==> config.mk <==
export PLATFORM = sky130hd
export DESIGN_NAME = linked_stereo_transient_shaper_flat
export DESIGN_NICKNAME = d
export VERILOG_FILES = /design/src/hdl/lsts_pkg.sv /design/src/hdl/lsts_ifs.sv /design/src/hdl/lsts_datapath.sv /design/src/hdl/lsts_ctrl.sv /design/src/hdl/linked_stereo_transient_shaper.sv /design/src/flat_wrapper.sv
export VERILOG_INCLUDE_DIRS = /design/src /design/src/hdl
export SDC_FILE = /design/constraint.sdc
export NUM_CORES = 2
export LEC_CHECK = 0
export CORE_ASPECT_RATIO = 1.4
export CORE_MARGIN = 8
export CORE_UTILIZATION = 40
export DETAILED_ROUTE_END_ITERATION = 10
export DONT_BUFFER_PORTS = 1
export PLACE_DENSITY = 0.6
export SLEW_MARGIN = 30
export SYNTH_ARGS = -nofsm -noshare
export SYNTH_HDL_FRONTEND = slang
export SYNTH_HIERARCHICAL = 1
export SYNTH_SLANG_ARGS = --single-unit
export TNS_END_PERCENT = 5
==> constraint.sdc <==
create_clock -name clk -period 23.9 [get_ports clk]
set_input_delay 2.39 -clock clk [delete_from_list [all_inputs] [get_ports clk]]
set_output_delay 2.39 -clock clk [all_outputs]
set_load 0.05 [all_outputs]
==> src/hdl/linked_stereo_transient_shaper_defines.svh <==
// Assertion macros shared by the shaper modules.
// Each macro samples on clk and is disabled while rst_n is low.
`ifndef LINKED_STEREO_TRANSIENT_SHAPER_DEFINES_SVH
`define LINKED_STEREO_TRANSIENT_SHAPER_DEFINES_SVH

`ifndef SYNTH

`define LSTS_ASSERT_IMP(name, ante, cons) \
    name: assert property (@(posedge clk) disable iff (!rst_n) (ante) |-> (cons)) \
        else $error("lsts assertion failed");

`define LSTS_ASSERT_NXT(name, ante, cons) \
    name: assert property (@(posedge clk) disable iff (!rst_n) (ante) |=> (cons)) \
        else $error("lsts assertion failed");

`else

`define LSTS_ASSERT_IMP(name, ante, cons)

`define LSTS_ASSERT_NXT(name, ante, cons)

`endif

`endif

==> src/hdl/lsts_pkg.sv <==
package lsts_pkg;

    localparam int SMP_W    = 24;
    localparam int ENV_W    = 32;
    localparam int GAIN_W   = 24;
    localparam int AMT_W    = 16;
    localparam int COEF_W   = 24;
    localparam int WET_W    = 17;
    localparam int CFG_W    = 24;
    localparam int CFG_IX_W = 3;
    localparam int RATIO_W  = 17;
    localparam int DES_W    = 23;
    localparam int FACT_W   = 40;
    localparam int MA_W     = 25;
    localparam int MB_W     = 32;
    localparam int PROD_W   = MA_W + MB_W;
    localparam int ACC_W    = 64;
    localparam int DIV_STEPS = 16;
    localparam int DCNT_W   = 4;

    localparam logic [COEF_W:0]   POLE_ONE     = 25'd16777216;
    localparam logic [GAIN_W-1:0] ONE_Q20      = 24'd1048576;
    localparam logic [DES_W-1:0]  GAIN_MIN_Q20 = 23'd209715;
    localparam logic [DES_W-1:0]  GAIN_MAX_Q20 = 23'd4194304;
    localparam logic [WET_W-1:0]  WET_FULL     = 17'd65536;
    localparam logic [RATIO_W-1:0] RATIO_FULL  = 17'd65536;

    localparam logic [AMT_W-1:0]  RST_ATTACK  = 16'd16384;
    localparam logic [AMT_W-1:0]  RST_SUSTAIN = 16'd0;
    localparam logic [COEF_W-1:0] RST_FAST    = 24'd16707456;
    localparam logic [COEF_W-1:0] RST_SLOW    = 24'd16774886;
    localparam logic [COEF_W-1:0] RST_SLEW    = 24'd16431306;
    localparam logic [WET_W-1:0]  RST_WET     = 17'd65536;

    typedef enum logic [CFG_IX_W-1:0] {
        CFG_ATTACK  = 3'd0,
        CFG_SUSTAIN = 3'd1,
        CFG_FAST    = 3'd2,
        CFG_SLOW    = 3'd3,
        CFG_SLEW    = 3'd4,
        CFG_WET     = 3'd5
    } cfg_idx_t;

    typedef enum logic [3:0] {
        MS_NONE,
        MS_FAST_OLD,
        MS_FAST_NEW,
        MS_SLOW_OLD,
        MS_SLOW_NEW,
        MS_SLEW_OLD,
        MS_SLEW_NEW,
        MS_WET,
        MS_MAG_LO,
        MS_MAG_HI
    } mul_sel_t;

    typedef enum logic [1:0] {
        ACC_HOLD,
        ACC_LOAD,
        ACC_ADD,
        ACC_ADD_HI
    } acc_op_t;

    typedef enum logic [3:0] {
        WB_NONE,
        WB_CAPTURE,
        WB_FAST,
        WB_SLOW,
        WB_DIV_INIT,
        WB_DIV_STEP,
        WB_RATIO_SAT,
        WB_TERM,
        WB_DESIRED,
        WB_GAIN,
        WB_FACTOR,
        WB_OUT_L,
        WB_OUT_R,
        WB_PUBLISH
    } wb_t;

    typedef struct packed {
        mul_sel_t mul;
        acc_op_t  acc;
        wb_t      wb;
        logic     chan;
    } cmd_t;

    typedef struct packed {
        logic ratio_sat;
    } status_t;

    typedef enum logic [4:0] {
        S_IDLE,
        S_F0,
        S_F1,
        S_F2,
        S_F3,
        S_S1,
        S_S2,
        S_D0,
        S_DIV,
        S_T0,
        S_T1,
        S_G0,
        S_G1,
        S_G2,
        S_G3,
        S_W0,
        S_W1,
        S_L0,
        S_L1,
        S_L2,
        S_L3,
        S_R1,
        S_R2,
        S_PUB
    } state_t;

endpackage

==> src/hdl/lsts_ifs.sv <==
interface lsts_in_if;
    logic                           valid;
    logic                           ready;
    logic signed [lsts_pkg::SMP_W-1:0] left_in;
    logic signed [lsts_pkg::SMP_W-1:0] right_in;

    modport source (output valid, output left_in, output right_in, input ready);
    modport sink   (input valid, input left_in, input right_in, output ready);
endinterface

interface lsts_out_if;
    logic                           valid;
    logic                           ready;
    logic signed [lsts_pkg::SMP_W-1:0] left_out;
    logic signed [lsts_pkg::SMP_W-1:0] right_out;

    modport source (output valid, output left_out, output right_out, input ready);
    modport sink   (input valid, input left_out, input right_out, output ready);
endinterface

==> src/hdl/lsts_datapath.sv <==
`include "linked_stereo_transient_shaper_defines.svh"

module lsts_datapath (
    input  logic                                 clk,
    input  logic                                 rst_n,
    input  lsts_pkg::cmd_t                       cmd,
    output lsts_pkg::status_t                    status,
    input  logic                                 cfg_we,
    input  logic [lsts_pkg::CFG_IX_W-1:0]        cfg_index,
    input  logic [lsts_pkg::CFG_W-1:0]           cfg_data,
    input  logic signed [lsts_pkg::SMP_W-1:0]    left_in,
    input  logic signed [lsts_pkg::SMP_W-1:0]    right_in,
    output logic signed [lsts_pkg::SMP_W-1:0]    left_out,
    output logic signed [lsts_pkg::SMP_W-1:0]    right_out
);

    function automatic logic [lsts_pkg::SMP_W-1:0] mag24(input logic [lsts_pkg::SMP_W-1:0] x);
        mag24 = x[lsts_pkg::SMP_W-1] ? (~x + 24'd1) : x;
    endfunction

    // Round the accumulated product to a sample and saturate by sign.
    function automatic logic [lsts_pkg::SMP_W-1:0] shape24(input logic [63:0] acc,
                                                         input logic neg);
        logic [63:0] rnd;
        logic [27:0] r;
        logic [27:0] rn;
        rnd = acc + 64'h0000_0008_0000_0000;
        r   = rnd[63:36];
        rn  = ~r + 28'd1;
        if (neg)
            shape24 = (r > 28'd8388608) ? 24'h800000 : rn[23:0];
        else
            shape24 = (r > 28'd8388607) ? 24'h7FFFFF : r[23:0];
    endfunction

    logic [lsts_pkg::AMT_W-1:0]  attack_reg, sustain_reg;
    logic [lsts_pkg::COEF_W-1:0] fast_coef_reg, slow_coef_reg, slew_coef_reg;
    logic [lsts_pkg::WET_W-1:0]  wet_reg;

    logic [lsts_pkg::ENV_W-1:0]  fast_env_reg, fast_env_next;
    logic [lsts_pkg::ENV_W-1:0]  slow_env_reg, slow_env_next;
    logic [lsts_pkg::GAIN_W-1:0] gain_reg, gain_next;

    logic                        neg_l_reg, neg_r_reg;
    logic [lsts_pkg::SMP_W-1:0]  mag_l_reg, mag_r_reg;
    logic [lsts_pkg::ENV_W-1:0]  level_reg;
    logic [lsts_pkg::PROD_W-1:0] prod_reg, prod_next;
    logic [lsts_pkg::ACC_W-1:0]  acc_reg, acc_next;
    logic [lsts_pkg::ENV_W-1:0]  denom_reg;
    logic [lsts_pkg::ENV_W:0]    rem_reg;
    logic [lsts_pkg::RATIO_W-1:0] ratio_reg;
    logic                        attack_sel_reg;
    logic signed [33:0]          term_reg;
    logic [lsts_pkg::DES_W-1:0]  desired_reg, desired_next;
    logic [lsts_pkg::FACT_W-1:0] factor_reg;
    logic [lsts_pkg::SMP_W-1:0]  res_l_reg, res_r_reg, out_l_reg, out_r_reg;

    logic [lsts_pkg::MA_W-1:0]   mul_a;
    logic [lsts_pkg::MB_W-1:0]   mul_b;
    logic [lsts_pkg::SMP_W-1:0]  mag_sel;
    logic [lsts_pkg::WET_W-1:0]  wet_c;
    logic [lsts_pkg::ACC_W-1:0]  pole_rnd;
    logic [lsts_pkg::SMP_W:0]    mag_sum;
    logic [lsts_pkg::ENV_W-1:0]  env_diff;
    logic [lsts_pkg::ENV_W:0]    rem_shift;
    logic                        rem_ge;
    logic signed [34:0]          term_rnd;
    logic signed [35:0]          desired_full;
    logic [lsts_pkg::FACT_W-1:0] dry_part;

    assign mag_sel  = cmd.chan ? mag_r_reg : mag_l_reg;
    assign wet_c    = (wet_reg > lsts_pkg::WET_FULL) ? lsts_pkg::WET_FULL : wet_reg;
    assign pole_rnd = acc_reg + 64'd8388608;
    assign mag_sum  = {1'b0, mag24(left_in)} + {1'b0, mag24(right_in)};
    assign env_diff = (fast_env_reg >= slow_env_reg) ? (fast_env_reg - slow_env_reg)
                                                     : (slow_env_reg - fast_env_reg);
    assign rem_shift = {rem_reg[lsts_pkg::ENV_W-1:0], 1'b0};
    assign rem_ge    = rem_shift >= {1'b0, denom_reg};
    assign status.ratio_sat = rem_reg >= {1'b0, denom_reg};
    assign term_rnd  = 35'(term_reg) + 35'sd1024;
    assign desired_full = 36'sd1048576 + 36'(term_rnd >>> 11);
    assign dry_part  = 40'(lsts_pkg::WET_FULL - wet_c) << 20;

    always_comb
    begin
        if (desired_full < 36'sd209715)
            desired_next = lsts_pkg::GAIN_MIN_Q20;
        else if (desired_full > 36'sd4194304)
            desired_next = lsts_pkg::GAIN_MAX_Q20;
        else
            desired_next = desired_full[lsts_pkg::DES_W-1:0];
    end

    always_comb
    begin
        case (cmd.mul)
            lsts_pkg::MS_FAST_OLD: begin mul_a = {1'b0, fast_coef_reg}; mul_b = fast_env_reg; end
            lsts_pkg::MS_FAST_NEW: begin mul_a = lsts_pkg::POLE_ONE - 25'(fast_coef_reg);
                                         mul_b = level_reg; end
            lsts_pkg::MS_SLOW_OLD: begin mul_a = {1'b0, slow_coef_reg}; mul_b = slow_env_reg; end
            lsts_pkg::MS_SLOW_NEW: begin mul_a = lsts_pkg::POLE_ONE - 25'(slow_coef_reg);
                                         mul_b = level_reg; end
            lsts_pkg::MS_SLEW_OLD: begin mul_a = {1'b0, slew_coef_reg}; mul_b = 32'(gain_reg); end
            lsts_pkg::MS_SLEW_NEW: begin mul_a = lsts_pkg::POLE_ONE - 25'(slew_coef_reg);
                                         mul_b = 32'(desired_reg); end
            lsts_pkg::MS_WET:      begin mul_a = 25'(wet_c); mul_b = 32'(gain_reg); end
            lsts_pkg::MS_MAG_LO:   begin mul_a = 25'(mag_sel); mul_b = 32'(factor_reg[23:0]); end
            lsts_pkg::MS_MAG_HI:   begin mul_a = 25'(mag_sel); mul_b = 32'(factor_reg[39:24]); end
            default:               begin mul_a = '0; mul_b = '0; end
        endcase
        prod_next = 57'(mul_a) * 57'(mul_b);
    end

    always_comb
    begin
        case (cmd.acc)
            lsts_pkg::ACC_LOAD:   acc_next = 64'(prod_reg);
            lsts_pkg::ACC_ADD:    acc_next = acc_reg + 64'(prod_reg);
            lsts_pkg::ACC_ADD_HI: acc_next = acc_reg + (64'(prod_reg) << 24);
            default:              acc_next = acc_reg;
        endcase
    end

    always_comb
    begin
        fast_env_next = fast_env_reg;
        slow_env_next = slow_env_reg;
        gain_next     = gain_reg;
        case (cmd.wb)
            lsts_pkg::WB_FAST: fast_env_next = pole_rnd[55:24];
            lsts_pkg::WB_SLOW: slow_env_next = pole_rnd[55:24];
            lsts_pkg::WB_GAIN: gain_next     = pole_rnd[47:24];
            default: ;
        endcase
    end

    always_ff @(posedge clk or negedge rst_n)
    begin
        if (!rst_n)
        begin
            attack_reg    <= lsts_pkg::RST_ATTACK;
            sustain_reg   <= lsts_pkg::RST_SUSTAIN;
            fast_coef_reg <= lsts_pkg::RST_FAST;
            slow_coef_reg <= lsts_pkg::RST_SLOW;
            slew_coef_reg <= lsts_pkg::RST_SLEW;
            wet_reg       <= lsts_pkg::RST_WET;
            fast_env_reg  <= '0;
            slow_env_reg  <= '0;
            gain_reg      <= lsts_pkg::ONE_Q20;
        end
        else
        begin
            fast_env_reg <= fast_env_next;
            slow_env_reg <= slow_env_next;
            gain_reg     <= gain_next;
            if (cfg_we)
            begin
                case (lsts_pkg::cfg_idx_t'(cfg_index))
                    lsts_pkg::CFG_ATTACK:  attack_reg    <= cfg_data[15:0];
                    lsts_pkg::CFG_SUSTAIN: sustain_reg   <= cfg_data[15:0];
                    lsts_pkg::CFG_FAST:    fast_coef_reg <= cfg_data;
                    lsts_pkg::CFG_SLOW:    slow_coef_reg <= cfg_data;
                    lsts_pkg::CFG_SLEW:    slew_coef_reg <= cfg_data;
                    lsts_pkg::CFG_WET:     wet_reg       <= cfg_data[16:0];
                    default: ;
                endcase
            end
        end
    end

    always_ff @(posedge clk)
    begin
        prod_reg <= prod_next;
        acc_reg  <= acc_next;
        case (cmd.wb)
            lsts_pkg::WB_CAPTURE:
            begin
                neg_l_reg <= left_in[lsts_pkg::SMP_W-1];
                neg_r_reg <= right_in[lsts_pkg::SMP_W-1];
                mag_l_reg <= mag24(left_in);
                mag_r_reg <= mag24(right_in);
                level_reg <= {mag_sum, 7'b0};
            end
            lsts_pkg::WB_DIV_INIT:
            begin
                denom_reg      <= (slow_env_reg == '0) ? 32'd1 : slow_env_reg;
                attack_sel_reg <= fast_env_reg >= slow_env_reg;
                rem_reg        <= {1'b0, env_diff};
                ratio_reg      <= '0;
            end
            lsts_pkg::WB_DIV_STEP:
            begin
                rem_reg   <= rem_ge ? (rem_shift - {1'b0, denom_reg}) : rem_shift;
                ratio_reg <= {ratio_reg[15:0], rem_ge};
            end
            lsts_pkg::WB_RATIO_SAT: ratio_reg <= lsts_pkg::RATIO_FULL;
            lsts_pkg::WB_TERM:
                term_reg <= $signed(attack_sel_reg ? attack_reg : sustain_reg)
                            * $signed({1'b0, ratio_reg});
            lsts_pkg::WB_DESIRED: desired_reg <= desired_next;
            lsts_pkg::WB_FACTOR:  factor_reg  <= dry_part + 40'(prod_reg);
            lsts_pkg::WB_OUT_L:   res_l_reg   <= shape24(acc_reg, neg_l_reg);
            lsts_pkg::WB_OUT_R:   res_r_reg   <= shape24(acc_reg, neg_r_reg);
            lsts_pkg::WB_PUBLISH:
            begin
                out_l_reg <= res_l_reg;
                out_r_reg <= res_r_reg;
            end
            default: ;
        endcase
    end

    assign left_out  = out_l_reg;
    assign right_out = out_r_reg;

    `LSTS_ASSERT_IMP(a_gain_range, 1'b1, (gain_reg >= 24'd209715) && (gain_reg <= 24'd4194304))
    `LSTS_ASSERT_NXT(a_desired_clamped, cmd.wb == lsts_pkg::WB_DESIRED, (desired_reg >= lsts_pkg::GAIN_MIN_Q20) && (desired_reg <= lsts_pkg::GAIN_MAX_Q20))
    `LSTS_ASSERT_NXT(a_ratio_capped, cmd.wb == lsts_pkg::WB_RATIO_SAT, ratio_reg == lsts_pkg::RATIO_FULL)

endmodule

==> src/hdl/lsts_ctrl.sv <==
`include "linked_stereo_transient_shaper_defines.svh"

module lsts_ctrl (
    input  logic              clk,
    input  logic              rst_n,
    input  logic              in_valid,
    output logic              in_ready,
    output logic              out_valid,
    input  logic              out_ready,
    input  lsts_pkg::status_t status,
    output lsts_pkg::cmd_t    cmd
);

    lsts_pkg::state_t state_reg, state_next;
    logic [lsts_pkg::DCNT_W-1:0] cnt_reg, cnt_next;
    logic out_valid_reg, out_valid_next;

    always_ff @(posedge clk or negedge rst_n)
    begin
        if (!rst_n)
        begin
            state_reg     <= lsts_pkg::S_IDLE;
            cnt_reg       <= '0;
            out_valid_reg <= 1'b0;
        end
        else
        begin
            state_reg     <= state_next;
            cnt_reg       <= cnt_next;
            out_valid_reg <= out_valid_next;
        end
    end

    always_comb
    begin
        state_next = state_reg;
        cnt_next   = '0;
        cmd        = '{mul: lsts_pkg::MS_NONE, acc: lsts_pkg::ACC_HOLD,
                       wb: lsts_pkg::WB_NONE, chan: 1'b0};
        in_ready   = 1'b0;
        out_valid_next = out_valid_reg && !out_ready;
        case (state_reg)
            lsts_pkg::S_IDLE:
            begin
                in_ready = 1'b1;
                if (in_valid)
                begin
                    cmd.wb     = lsts_pkg::WB_CAPTURE;
                    state_next = lsts_pkg::S_F0;
                end
            end
            lsts_pkg::S_F0:
            begin
                cmd.mul = lsts_pkg::MS_FAST_OLD;
                state_next = lsts_pkg::S_F1;
            end
            lsts_pkg::S_F1:
            begin
                cmd.mul = lsts_pkg::MS_FAST_NEW;
                cmd.acc = lsts_pkg::ACC_LOAD;
                state_next = lsts_pkg::S_F2;
            end
            lsts_pkg::S_F2:
            begin
                cmd.mul = lsts_pkg::MS_SLOW_OLD;
                cmd.acc = lsts_pkg::ACC_ADD;
                state_next = lsts_pkg::S_F3;
            end
            lsts_pkg::S_F3:
            begin
                cmd.mul = lsts_pkg::MS_SLOW_NEW;
                cmd.acc = lsts_pkg::ACC_LOAD;
                cmd.wb  = lsts_pkg::WB_FAST;
                state_next = lsts_pkg::S_S1;
            end
            lsts_pkg::S_S1:
            begin
                cmd.acc = lsts_pkg::ACC_ADD;
                state_next = lsts_pkg::S_S2;
            end
            lsts_pkg::S_S2:
            begin
                cmd.wb = lsts_pkg::WB_SLOW;
                state_next = lsts_pkg::S_D0;
            end
            lsts_pkg::S_D0:
            begin
                cmd.wb = lsts_pkg::WB_DIV_INIT;
                state_next = lsts_pkg::S_DIV;
            end
            lsts_pkg::S_DIV:
            begin
                // a difference at least as large as the denominator saturates the ratio
                if (cnt_reg == '0 && status.ratio_sat)
                begin
                    cmd.wb = lsts_pkg::WB_RATIO_SAT;
                    state_next = lsts_pkg::S_T0;
                end
                else
                begin
                    cmd.wb = lsts_pkg::WB_DIV_STEP;
                    if (cnt_reg == lsts_pkg::DCNT_W'(lsts_pkg::DIV_STEPS - 1))
                        state_next = lsts_pkg::S_T0;
                    else
                        cnt_next = cnt_reg + 1'b1;
                end
            end
            lsts_pkg::S_T0:
            begin
                cmd.wb = lsts_pkg::WB_TERM;
                state_next = lsts_pkg::S_T1;
            end
            lsts_pkg::S_T1:
            begin
                cmd.wb = lsts_pkg::WB_DESIRED;
                state_next = lsts_pkg::S_G0;
            end
            lsts_pkg::S_G0:
            begin
                cmd.mul = lsts_pkg::MS_SLEW_OLD;
                state_next = lsts_pkg::S_G1;
            end
            lsts_pkg::S_G1:
            begin
                cmd.mul = lsts_pkg::MS_SLEW_NEW;
                cmd.acc = lsts_pkg::ACC_LOAD;
                state_next = lsts_pkg::S_G2;
            end
            lsts_pkg::S_G2:
            begin
                cmd.acc = lsts_pkg::ACC_ADD;
                state_next = lsts_pkg::S_G3;
            end
            lsts_pkg::S_G3:
            begin
                cmd.wb = lsts_pkg::WB_GAIN;
                state_next = lsts_pkg::S_W0;
            end
            lsts_pkg::S_W0:
            begin
                cmd.mul = lsts_pkg::MS_WET;
                state_next = lsts_pkg::S_W1;
            end
            lsts_pkg::S_W1:
            begin
                cmd.wb = lsts_pkg::WB_FACTOR;
                state_next = lsts_pkg::S_L0;
            end
            lsts_pkg::S_L0:
            begin
                cmd.mul = lsts_pkg::MS_MAG_LO;
                state_next = lsts_pkg::S_L1;
            end
            lsts_pkg::S_L1:
            begin
                cmd.mul = lsts_pkg::MS_MAG_HI;
                cmd.acc = lsts_pkg::ACC_LOAD;
                state_next = lsts_pkg::S_L2;
            end
            lsts_pkg::S_L2:
            begin
                cmd.mul  = lsts_pkg::MS_MAG_LO;
                cmd.chan = 1'b1;
                cmd.acc  = lsts_pkg::ACC_ADD_HI;
                state_next = lsts_pkg::S_L3;
            end
            lsts_pkg::S_L3:
            begin
                cmd.mul  = lsts_pkg::MS_MAG_HI;
                cmd.chan = 1'b1;
                cmd.acc  = lsts_pkg::ACC_LOAD;
                cmd.wb   = lsts_pkg::WB_OUT_L;
                state_next = lsts_pkg::S_R1;
            end
            lsts_pkg::S_R1:
            begin
                cmd.acc = lsts_pkg::ACC_ADD_HI;
                state_next = lsts_pkg::S_R2;
            end
            lsts_pkg::S_R2:
            begin
                cmd.wb = lsts_pkg::WB_OUT_R;
                state_next = lsts_pkg::S_PUB;
            end
            lsts_pkg::S_PUB:
            begin
                // hold the result until the output register is free
                if (!out_valid_reg || out_ready)
                begin
                    cmd.wb = lsts_pkg::WB_PUBLISH;
                    out_valid_next = 1'b1;
                    state_next = lsts_pkg::S_IDLE;
                end
            end
            default: state_next = lsts_pkg::S_IDLE;
        endcase
    end

    assign out_valid = out_valid_reg;

    `LSTS_ASSERT_NXT(a_pub_waits, (state_reg == lsts_pkg::S_PUB) && out_valid_reg && !out_ready, state_reg == lsts_pkg::S_PUB)
    `LSTS_ASSERT_IMP(a_cnt_idle, state_reg != lsts_pkg::S_DIV, cnt_reg == '0)
    `LSTS_ASSERT_NXT(a_accept_starts, (state_reg == lsts_pkg::S_IDLE) && in_valid, state_reg == lsts_pkg::S_F0)

endmodule

==> src/hdl/linked_stereo_transient_shaper.sv <==
// Channel    Dir  Beat payload                  Handshake
// frames     in   left_in, right_in (s24)       valid/ready
// shaped     out  left_out, right_out (s24)     valid/ready
// cfg        in   cfg_index, cfg_data           cfg_we, no back-pressure
//
// A frame runs from accept to result with the ratio either saturated at once or
// built by the 16-step restoring divider, all on one shared 25x32 multiplier;
// the input is ready again in the cycle after the result is handed over.
// Reset (rst_n low, asynchronous) restores the register defaults, zeroes both
// envelopes and sets the smoothed gain to unity.
// A finished beat waits in the output register; the next frame is taken
// meanwhile and only stalls at its own hand-over if that beat is still held.
module linked_stereo_transient_shaper (
    input  logic                          clk,
    input  logic                          rst_n,
    lsts_in_if.sink                       frames,
    lsts_out_if.source                    shaped,
    input  logic                          cfg_we,
    input  logic [lsts_pkg::CFG_IX_W-1:0] cfg_index,
    input  logic [lsts_pkg::CFG_W-1:0]    cfg_data
);

    lsts_pkg::cmd_t    cmd;
    lsts_pkg::status_t status;

    // Sequence the frame: envelopes, ratio divide, gain slew, mix.
    lsts_ctrl u_ctrl (
        .clk       (clk),
        .rst_n     (rst_n),
        .in_valid  (frames.valid),
        .in_ready  (frames.ready),
        .out_valid (shaped.valid),
        .out_ready (shaped.ready),
        .status    (status),
        .cmd       (cmd)
    );

    // Hold configuration, filter state and the arithmetic units.
    lsts_datapath u_dp (
        .clk       (clk),
        .rst_n     (rst_n),
        .cmd       (cmd),
        .status    (status),
        .cfg_we    (cfg_we),
        .cfg_index (cfg_index),
        .cfg_data  (cfg_data),
        .left_in   (frames.left_in),
        .right_in  (frames.right_in),
        .left_out  (shaped.left_out),
        .right_out (shaped.right_out)
    );

endmodule
==> src/flat_wrapper.sv <==
// flat-port wrapper written by rule: the top's interface ports become plain ports
module linked_stereo_transient_shaper_flat 
  (clk, rst_n, cfg_we, cfg_index, cfg_data, frames_valid, frames_left_in, frames_right_in, frames_ready, shaped_valid, shaped_left_out, shaped_right_out, shaped_ready);
  lsts_in_if frames_i ();
  lsts_out_if shaped_i ();
  input  logic clk;
  input  logic rst_n;
  input  logic cfg_we;
  input  logic [lsts_pkg::CFG_IX_W-1:0] cfg_index;
  input  logic [lsts_pkg::CFG_W-1:0] cfg_data;
  input wire logic [$bits(frames_i.valid)-1:0] frames_valid;
  input wire logic [$bits(frames_i.left_in)-1:0] frames_left_in;
  input wire logic [$bits(frames_i.right_in)-1:0] frames_right_in;
  output wire logic [$bits(frames_i.ready)-1:0] frames_ready;
  output wire logic [$bits(shaped_i.valid)-1:0] shaped_valid;
  output wire logic [$bits(shaped_i.left_out)-1:0] shaped_left_out;
  output wire logic [$bits(shaped_i.right_out)-1:0] shaped_right_out;
  input wire logic [$bits(shaped_i.ready)-1:0] shaped_ready;
  assign frames_i.valid = frames_valid;
  assign frames_i.left_in = frames_left_in;
  assign frames_i.right_in = frames_right_in;
  assign frames_ready = frames_i.ready;
  assign shaped_valid = shaped_i.valid;
  assign shaped_left_out = shaped_i.left_out;
  assign shaped_right_out = shaped_i.right_out;
  assign shaped_i.ready = shaped_ready;
  linked_stereo_transient_shaper u_core (.clk(clk), .rst_n(rst_n), .frames(frames_i), .shaped(shaped_i), .cfg_we(cfg_we), .cfg_index(cfg_index), .cfg_data(cfg_data));
endmodule
==> reports/metrics.yaml <==
cells_and_area:
  drive_above_1_share_pct: 7.036
  layout.nets: 9937
  multi_input_area_sq_mm: 0.05401
  seq_area_sq_mm: 0.01885
  area_growth_pct: 7.166
  largest_reg_flops: 64
  fill_cells: 19190
routing:
  highest_layer: "met5"
  drt-wirelength-per-cell_microns: 22.55
  viasPerCell: 5.601
  drt-met1-wl_mm: 96.79
  routed_wirelength_mm: 249.1
  drt_first_pass_iters: 6
  route.detailed.drc: 0
  routed-wl-met3_mm: 15.21
  dr_wl_met2_mm: 122.8
  drt_iter0_markers: 4139
  vias: 61890
  antenna_left: 0
cts:
  numCtsBuffers: 78
  cts_tree: "built"
  clk_latency_ns: 0.72
  cts-hold-fix-buffers: 0
  ctsResizeCount: 0
  cts_max_level: 3
  post_cts_buffers: 0
  cts-root-buf: "clkbuf_16"
  cts_max_path_buffers: 3
  cts_num_sinks: 681
  cts.clk_slew.worst_paths_ns: 0.06
grt:
  antenna_found_initial: 9
  grt_pass1_vias: 64810
  grt_max_degree: 220
  grt.total_usage_pct: 23.17
  grt_overflow: 0
  grt_first_pass_wirelength_mm: 382.2
sta:
  slew_violations: 0
  min_period_over_period_pct: 51.16
  tightest_slew_ns: 1.115
  fmax_mhz: 81.79
  setup_viol_count_final: 0
  skew_ns: 0.04514
  relSlewSlack_pct: 25.66
  fin_tns_setup_ns: 0
  final_hold_viol_count: 0
  period_needed_ns: 12.23
  rsz0062_at_grt: "false"
synth:
  synth_warnings: 6
  ys_seq_area_share_pct: 23.96
  async_flop_share_pct: 32.16
  postSynthCellCount: 8590
  ys_ff_latch: 681
  synth_top_area_cell: "fa_1"
  syn_area_per_cell_sq_um: 9.157
  ys.flop_type: "edfxtp_1"
  synth_top_cell_area_share_pct: 22.93
  synth-edff-count: 405
  netlist_top_cells_area: "fa_1, edfxtp_1, ha_1, inv_1, nand2_1"
  ys_types: 107
  syn-cell-area_sq_mm: 0.07866
setup_path:
  worstSetupStartpointType: "flip-flop"
  path_delay_family: "adder cells"
  critPathSlowestCell: "or4b_1"
  crit_fanout: 51
  crit_required_ns: 24.53
  crit_top_cell: "fa_1"
  crit_path_end_kind: "flip-flop"
  slowest_delay_ns: 0.75
  critical_path_arrival_ns: 12.86
  setup.worst_path.class: "reg -> reg"
  critical_path_buf_inv_count: 8
flow_run:
  drv_cap: 0
hold_path:
  hold_path_class: "reg -> reg"
floorplanning:
  fp.coreArea_sq_mm: 0.1955
  io_pins: 130
  std_cell_rows: 192
  die_h_microns: 540.7
  die_area_sq_mm: 0.2113
  start_util_pct: 40.22
  die-width_microns: 390.8
placed_design:
  place_hpwl_mm: 198.4
  place.gp.congestion: 0.9489
  io_buffers: 0
status:
  run_status: "finished, final reports clean"
[logic make-up after synthesis]
family / share of synthesized area, %
simple gates: 15.07
buf+inv: 7.861
compound gates: 12.46
fa+ha+maj: 32.38
flops: 23.96
xor+xnor: 4.709
mux: 3.555
other cells: 0.004768
[cells in the final DEF, fill, tap and decap left out, types with 168 or more instances in the layout]
cell,Yosys,layout
a21oi_1,472,466
dfrtp_1,168,168
edfxtp_1,405,405
fa_1,901,901
ha_1,594,593
inv_1,1186,1186
nand2_1,1131,1131
nor2_1,575,566
o21ai_0,292,290
xnor2_1,274,274
[Yosys cell counts (16+ instances only)]
master / n
inv_1: 1186
nand2_1: 1131
fa_1: 901
ha_1: 594
nor2_1: 575
a21oi_1: 472
edfxtp_1: 405
clkbuf_1: 363
o21ai_0: 292
xnor2_1: 274
dfrtp_1: 168
and2_1: 149
mux2_2: 147
xor2_1: 147
a21o_1: 144
nor2b_1: 121
mux2i_1: 114
nand3_1: 113
nor3_1: 113
a22oi_1: 75
nand2b_1: 74
nand4_1: 66
and3_1: 65
dfxtp_1: 57
dfstp_2: 51
a221o_1: 46
a31oi_1: 41
o21a_1: 41
a211oi_1: 39
o31ai_1: 38
o21ai_1: 37
o21bai_1: 37
or2_2: 35
a221oi_1: 34
buf_2: 34
nor4_1: 30
or3_1: 28
buf_1: 25
o211ai_1: 25
a31o_2: 16
a41oi_1: 16
o2111ai_1: 16
[metrics by stage]
| step | instance area, sq um | setup slack (ns) | utilization (%) | hold WS (ns) | cells |
|---|---|---|---|---|---|
| 2_1_floorplan | 78660 | 13.53 | - | 0.4003 | 8591 |
| 3_3_place_gp | 81470 | 11.58 | 41.66 | 0.4046 | 10900 |
| 3_5_place_dp | 81520 | 11.70 | 41.69 | 0.4045 | 10900 |
| 4_1_cts | 84250 | 11.67 | 43.09 | 0.3944 | 11050 |
| 5_1_grt | 84290 | 10.95 | 43.11 | 0.4048 | 11050 |
| 6_report | 84290 | 11.67 | 43.11 | 0.3944 | 11050 |
[final cells by class]
cell class	instances	share of cell area, %
clock inverter	53	0.7956
inverter	1188	5.290
clock buffer	93	2.443
antenna	3	0.008906
timing repair buffer	125	1.143
multi-input combinational	6288	64.07
sequential	681	22.36
tap	2619	3.888
[routing by layer]
layer | track usage (%) | up-vias
li1 | - | 28070
met1 | 27.28 | 31190
met2 | 40.87 | 2071
met3 | 3.669 | 560
met4 | 11.52 | 6
met5 | 0 | -
[final timing paths]
| kind | depth (start not counted) | slack [ns] | from | end |
|---|---|---|---|---|
| worst max-delay path | 41 | 11.67 | u_core/u_ctrl/state_reg[0] | u_core/u_dp/prod_reg[55] |
| worst min-delay path | 0 | 0.39 | u_core/u_dp/res_l_reg[21] | u_core/u_dp/left_out[21] |
| max in group asynchronous | 0 | 21.86 | rst_n | u_core/u_dp/fast_env_reg[29] |
| min in group asynchronous | 0 | 1.39 | rst_n | u_core/u_dp/wet_reg[12] |
| worst max register to register | 41 | 11.67 | u_core/u_ctrl/state_reg[0] | u_core/u_dp/prod_reg[55] |
| worst min register to register | 0 | 0.39 | u_core/u_dp/res_l_reg[21] | u_core/u_dp/left_out[21] |
Power is left out: the tool's default activity adds up to more than one toggle a clock period on the data nets, which glitch-free logic cannot reach.
